[src/rtl/hcbp_pkg.sv]
// ----------------------------------------------------------------------------
// hcbp_pkg
// shared types and constants for the prefix code bit packer
// ----------------------------------------------------------------------------
`default_nettype none

package hcbp_pkg;

    localparam int unsigned BYTE_BITS      = 8;
    localparam int unsigned CODE_WORD_BITS = 32;
    localparam int unsigned LEN_W          = 6;   // code length field, 0 to 32
    localparam int unsigned CNT_W          = 3;   // leftover bit count, 0 to 7
    localparam int unsigned SHAMT_W        = 6;   // shift amount, 0 to 32

    // item kind carried on the input tuser
    typedef enum logic [1:0] {
        OP_ENCODE = 2'd0,
        OP_LOAD   = 2'd1,
        OP_FLUSH  = 2'd2
    } t_op;

    // sequencer states
    typedef enum logic [2:0] {
        S_IDLE  = 3'd0,
        S_READ  = 3'd1,
        S_ALIGN = 3'd2,
        S_STEP  = 3'd3,
        S_FLUSH = 3'd4
    } t_state;

endpackage

`default_nettype wire

[src/rtl/hcbp_shift_unit.sv]
// ----------------------------------------------------------------------------
// hcbp_shift_unit
// shared left shifter for code alignment and dropping consumed code bits
// ----------------------------------------------------------------------------
`default_nettype none

module hcbp_shift_unit (
    input  wire  [hcbp_pkg::CODE_WORD_BITS-1:0] i_data,
    input  wire  [hcbp_pkg::SHAMT_W-1:0]        i_amt,
    output logic [hcbp_pkg::CODE_WORD_BITS-1:0] o_data
);

    localparam logic [hcbp_pkg::SHAMT_W-1:0] WORD =
        hcbp_pkg::SHAMT_W'(hcbp_pkg::CODE_WORD_BITS);

    // a shift by the full word width empties it
    always_comb begin
        if (i_amt >= WORD) begin
            o_data = '0;
        end else begin
            o_data = i_data << i_amt;
        end
    end

endmodule

`default_nettype wire
[config.mk]
export PLATFORM = sky130hd
export DESIGN_NAME = hcbp_shift_unit
export DESIGN_NICKNAME = d
export VERILOG_FILES = /design/src/rtl/hcbp_pkg.sv /design/src/rtl/hcbp_shift_unit.sv
export SDC_FILE = /design/constraint.sdc
export NUM_CORES = 1
export LEC_CHECK = 0
export BUFFER_PORTS_ARGS = -buffer_cell sky130_fd_sc_hd__buf_2
export CORE_ASPECT_RATIO = 1.5
export CORE_MARGIN = 8
export CORE_UTILIZATION = 50
export DETAILED_ROUTE_END_ITERATION = 7
export GPL_TIMING_DRIVEN = 0
export PLACE_DENSITY = 0.91
export SLEW_MARGIN = 20
export SYNTH_ARGS = -nofsm -noshare
export SYNTH_HDL_FRONTEND = slang
export SYNTH_SLANG_ARGS = --single-unit
[constraint.sdc]
create_clock -name vclk -period 2.4
set_input_delay 0.36 -clock vclk [all_inputs]
set_output_delay 0.36 -clock vclk [all_outputs]
set_load 0.1 [all_outputs]
# Word level (Yosys, flattened, before mapping)
# Cells that the tools add are included.
# totals
register_bits,0
latchBits,0
mem_bits_rw,0
rom_bits,0
output_inout_bits,32
elab_cells,3
mem_count,0
# op_classes
addsub,0
multipliers,0
n_div,0
magnitude_cmp,1
n_eq_ne,0
n_shift,1
mux,1
bitwise_logic,0
n_reduce_logical,0
# ops
operator,count
$mux W32,1
$shl A32 B6 Y32,1
$ge A6 B6 Y1 const B,1

# Longest topological paths before layout
# logic_depth
word_depth,2
mapped_depth,8
ltp_nobuf,5

# Worst setup path after synthesis
# No wires, ideal clock.
# synth_path
path_kind,input to output
startpoint,input port i_amt[3] (netlist name)
endpoint,output port o_data[9] (netlist name)
arrival_time_ns,3.458
setup_slack_ns,-1.418
cell_stages,5
path_buffers,3
cell_sequence,buf_2 > buf_1 > buf_1 > nor2_1 > a211oi_1
# synth_between
elab_chain_cells,2
word_cells_on_any_way,3
# synth_rtl
item,line,text
"start, declared",hcbp_shift_unit.sv:9,"input wire [hcbp_pkg::SHAMT_W-1:0] i_amt,"
$shl A32 B6 Y32 / $ge A6 B6 Y1 (equally long branches),"hcbp_shift_unit.sv:21, hcbp_shift_unit.sv:18",
$mux W32 (*),hcbp_shift_unit.sv:18,if (i_amt >= WORD) begin
"end, declared",hcbp_shift_unit.sv:10,output logic [hcbp_pkg::CODE_WORD_BITS-1:0] o_data
# Mark *: on every way between the ends. The rest lies on a longest branch, timed or not.

# Worst setup path in the final report
# layout_path
startpoint,input port i_amt[0] (netlist name)
endpoint,output port o_data[22] (netlist name)
# The elaborated chain is that of the path after synthesis.

==> flow_summary.toml <==
[sta]
slew_viol_final = 0
hold_viol_final = 0
setup_ws_ps = -52.3
period_share_pct = 102
min_period_ps = 2450
fmax_mhz = 408
setup_violations = 2
slew_headroom_pct = 59.3
holdWs_ps = 1110
tightest_slew_ps = 610

[critical_path]
cp_max_fo = 10
arrival_ps = 2090
required_ps = 2040
crit_path_end_kind = "primary output"
start_kind = "primary input"
critical_path_class = "primary input to primary output"

[global_route]
grt_antenna_before_repair = 0
grt_max_degree = 11
grt-busiest-layer = "met2"
grtUsageMet3_pct = 3.53
globalRouteOverflowTotal = 0
grt_pass1_vias = 2504
grt_pass1_wl_mm = 13.0
grtUsageMet2_pct = 48.0
grtUsageTotal_pct = 26.4
grt_use_met1_pct = 28.7

[floorplan]
dieArea_sq_um = 6130
die_w_microns = 66.6
rows = 27
coreArea_sq_um = 3680
start_util_pct = 52.2
dieHeight_microns = 92.0
top_level_ports = 70

[synthesis]
synth_cell_types = 38
synth_warnings = 0
yosysSeqAreaShare_pct = 0
syn_area_sq_um = 1920
synthCells = 250
synth.avg_cell_area_sq_um = 7.69
syn_nets = 288

[cells_and_area]
layout.nets = 361
diodes = 0
drive_gt1_share_pct = 61.1
fill_cells = 236
seq_cell_count = 0
fin_area_sq_um = 2910
syn2layout_area_growth_pct = 51.2
ff_latch_area_sq_um = 0
layout_common_cells = "45 x buf_2, 29 x mux2_2, 27 x mux2i_1"
n_clock_buffer = 0
final_common_cell = "buf_2"

[power_and_ir_drop]
leakage_uw = 0.00121
powerDensity_nw_per_um2 = 330
ir_worst_vdd_mv = 0.243

[run_status]
violations = "negative setup slack"
status = "finished with violations"

[route]
wl_per_cell_microns = 23.7
totalWireLength_mm = 8.61
drt-pass1-iter-count = 5
first_iter_violations = 332
drc = 0
antenna_left = 0
vias = 2569
via_per_inst = 7.06

[placed_design]
dpl_cell_area_sq_um = 2580
port_buffers = 67
dp_hpwl_mm = 6.40
place.gp.congestion = 0.977

[flow_run]
cap_viol_max_count = 0

[clocking]
ctsHoldBuffers = 0

[hold_path]
hold_path_class = "primary input to primary output"
## layout make-up
class / count / area [sq um] / share of cell area [%]
tap: 43 / 53.8 / 1.85
inverter: 4 / 15.0 / 0.516
multi-input combinational: 224 / 2180 / 74.9
timing repair buffer: 71 / 502 / 17.3
buffer: 22 / 159 / 5.46
## routing by layer
| layer | share of wire [%] | up-vias | wire length (microns) |
|---|---|---|---|
| met4 | 7.2 | 0 | 618 |
| met3 | 8.2 | 59 | 709 |
| li1 | - | 1097 | - |
| met2 | 51 | 197 | 4430 |
| met5 | 0 | - | 0 |
| met1 | 33 | 1216 | 2860 |
## timing repair
action,CTS,global route
pin swaps,0,4
endpoints found under the setup margin,28,27
buffers inserted,0,4
gates cloned,0,0
endpoints found under the hold margin,0,0
resized for setup,58,45
## stage by stage
| step | setup slack (ps) | TNS [ps] | utilization, % | cells | power (uW) |
|---|---|---|---|---|---|
| global placement | -347 | -5930 | 70.2 | 360 | 817 |
| floorplan | -543 | -1170 | - | 250 | 658 |
| global route | -50.3 | -190 | 79.0 | 364 | 992 |
| finish | -52.3 | -75.3 | 79.0 | 364 | 958 |
| detailed placement | -455 | -6420 | 70.2 | 360 | 828 |
| CTS | 0.0957 | 0 | 74.4 | 360 | 880 |
## path summary, 6_finish.rpt
path / to / start / depth (start not counted)
setup / recovery: o_data[22] / i_amt[0] / 8
hold / removal: o_data[19] / i_amt[5] / 3
## cell families after synthesis
family / Yosys count / share of synthesized area (%)
AO/OA/AOI/OAI: 57 / 19.6
multiplexers: 82 / 54.4
AND/OR/NAND/NOR: 85 / 19.3
buffers and inverters: 26 / 6.77
## critical path, stage by stage
cell and delay, ps:
buf_6 160, buf_8 160, mux2_2 390, mux2i_2 290, nor2_1 120, o21ai_2 230
o221ai_4 130, buf_4 250
## power breakdown
part | internal, uW | total [uW] | switching [uW]
Combinational | 328 | 958 | 630
Sequential | 0 | 0 | 0
Clock | 0 | 0 | 0
Total | 328 | 958 | 630
## cell usage after synthesis, types with 4 or more instances
library cell,number,area share [%]
o22ai_1,8,2.6
nand3_1,4,1.0
nor3_1,4,1.0
a21oi_1,7,1.8
clkbuf_1,9,1.8
nand2_1,30,5.9
mux2i_1,37,19
and2_1,4,1.3
mux4_2,15,18
buf_2,7,1.8
mux2_2,30,18
buf_1,4,0.78
nor2_1,32,6.2
o21ai_0,14,3.6
No activity file was read; power rests on OpenSTA's default activity.
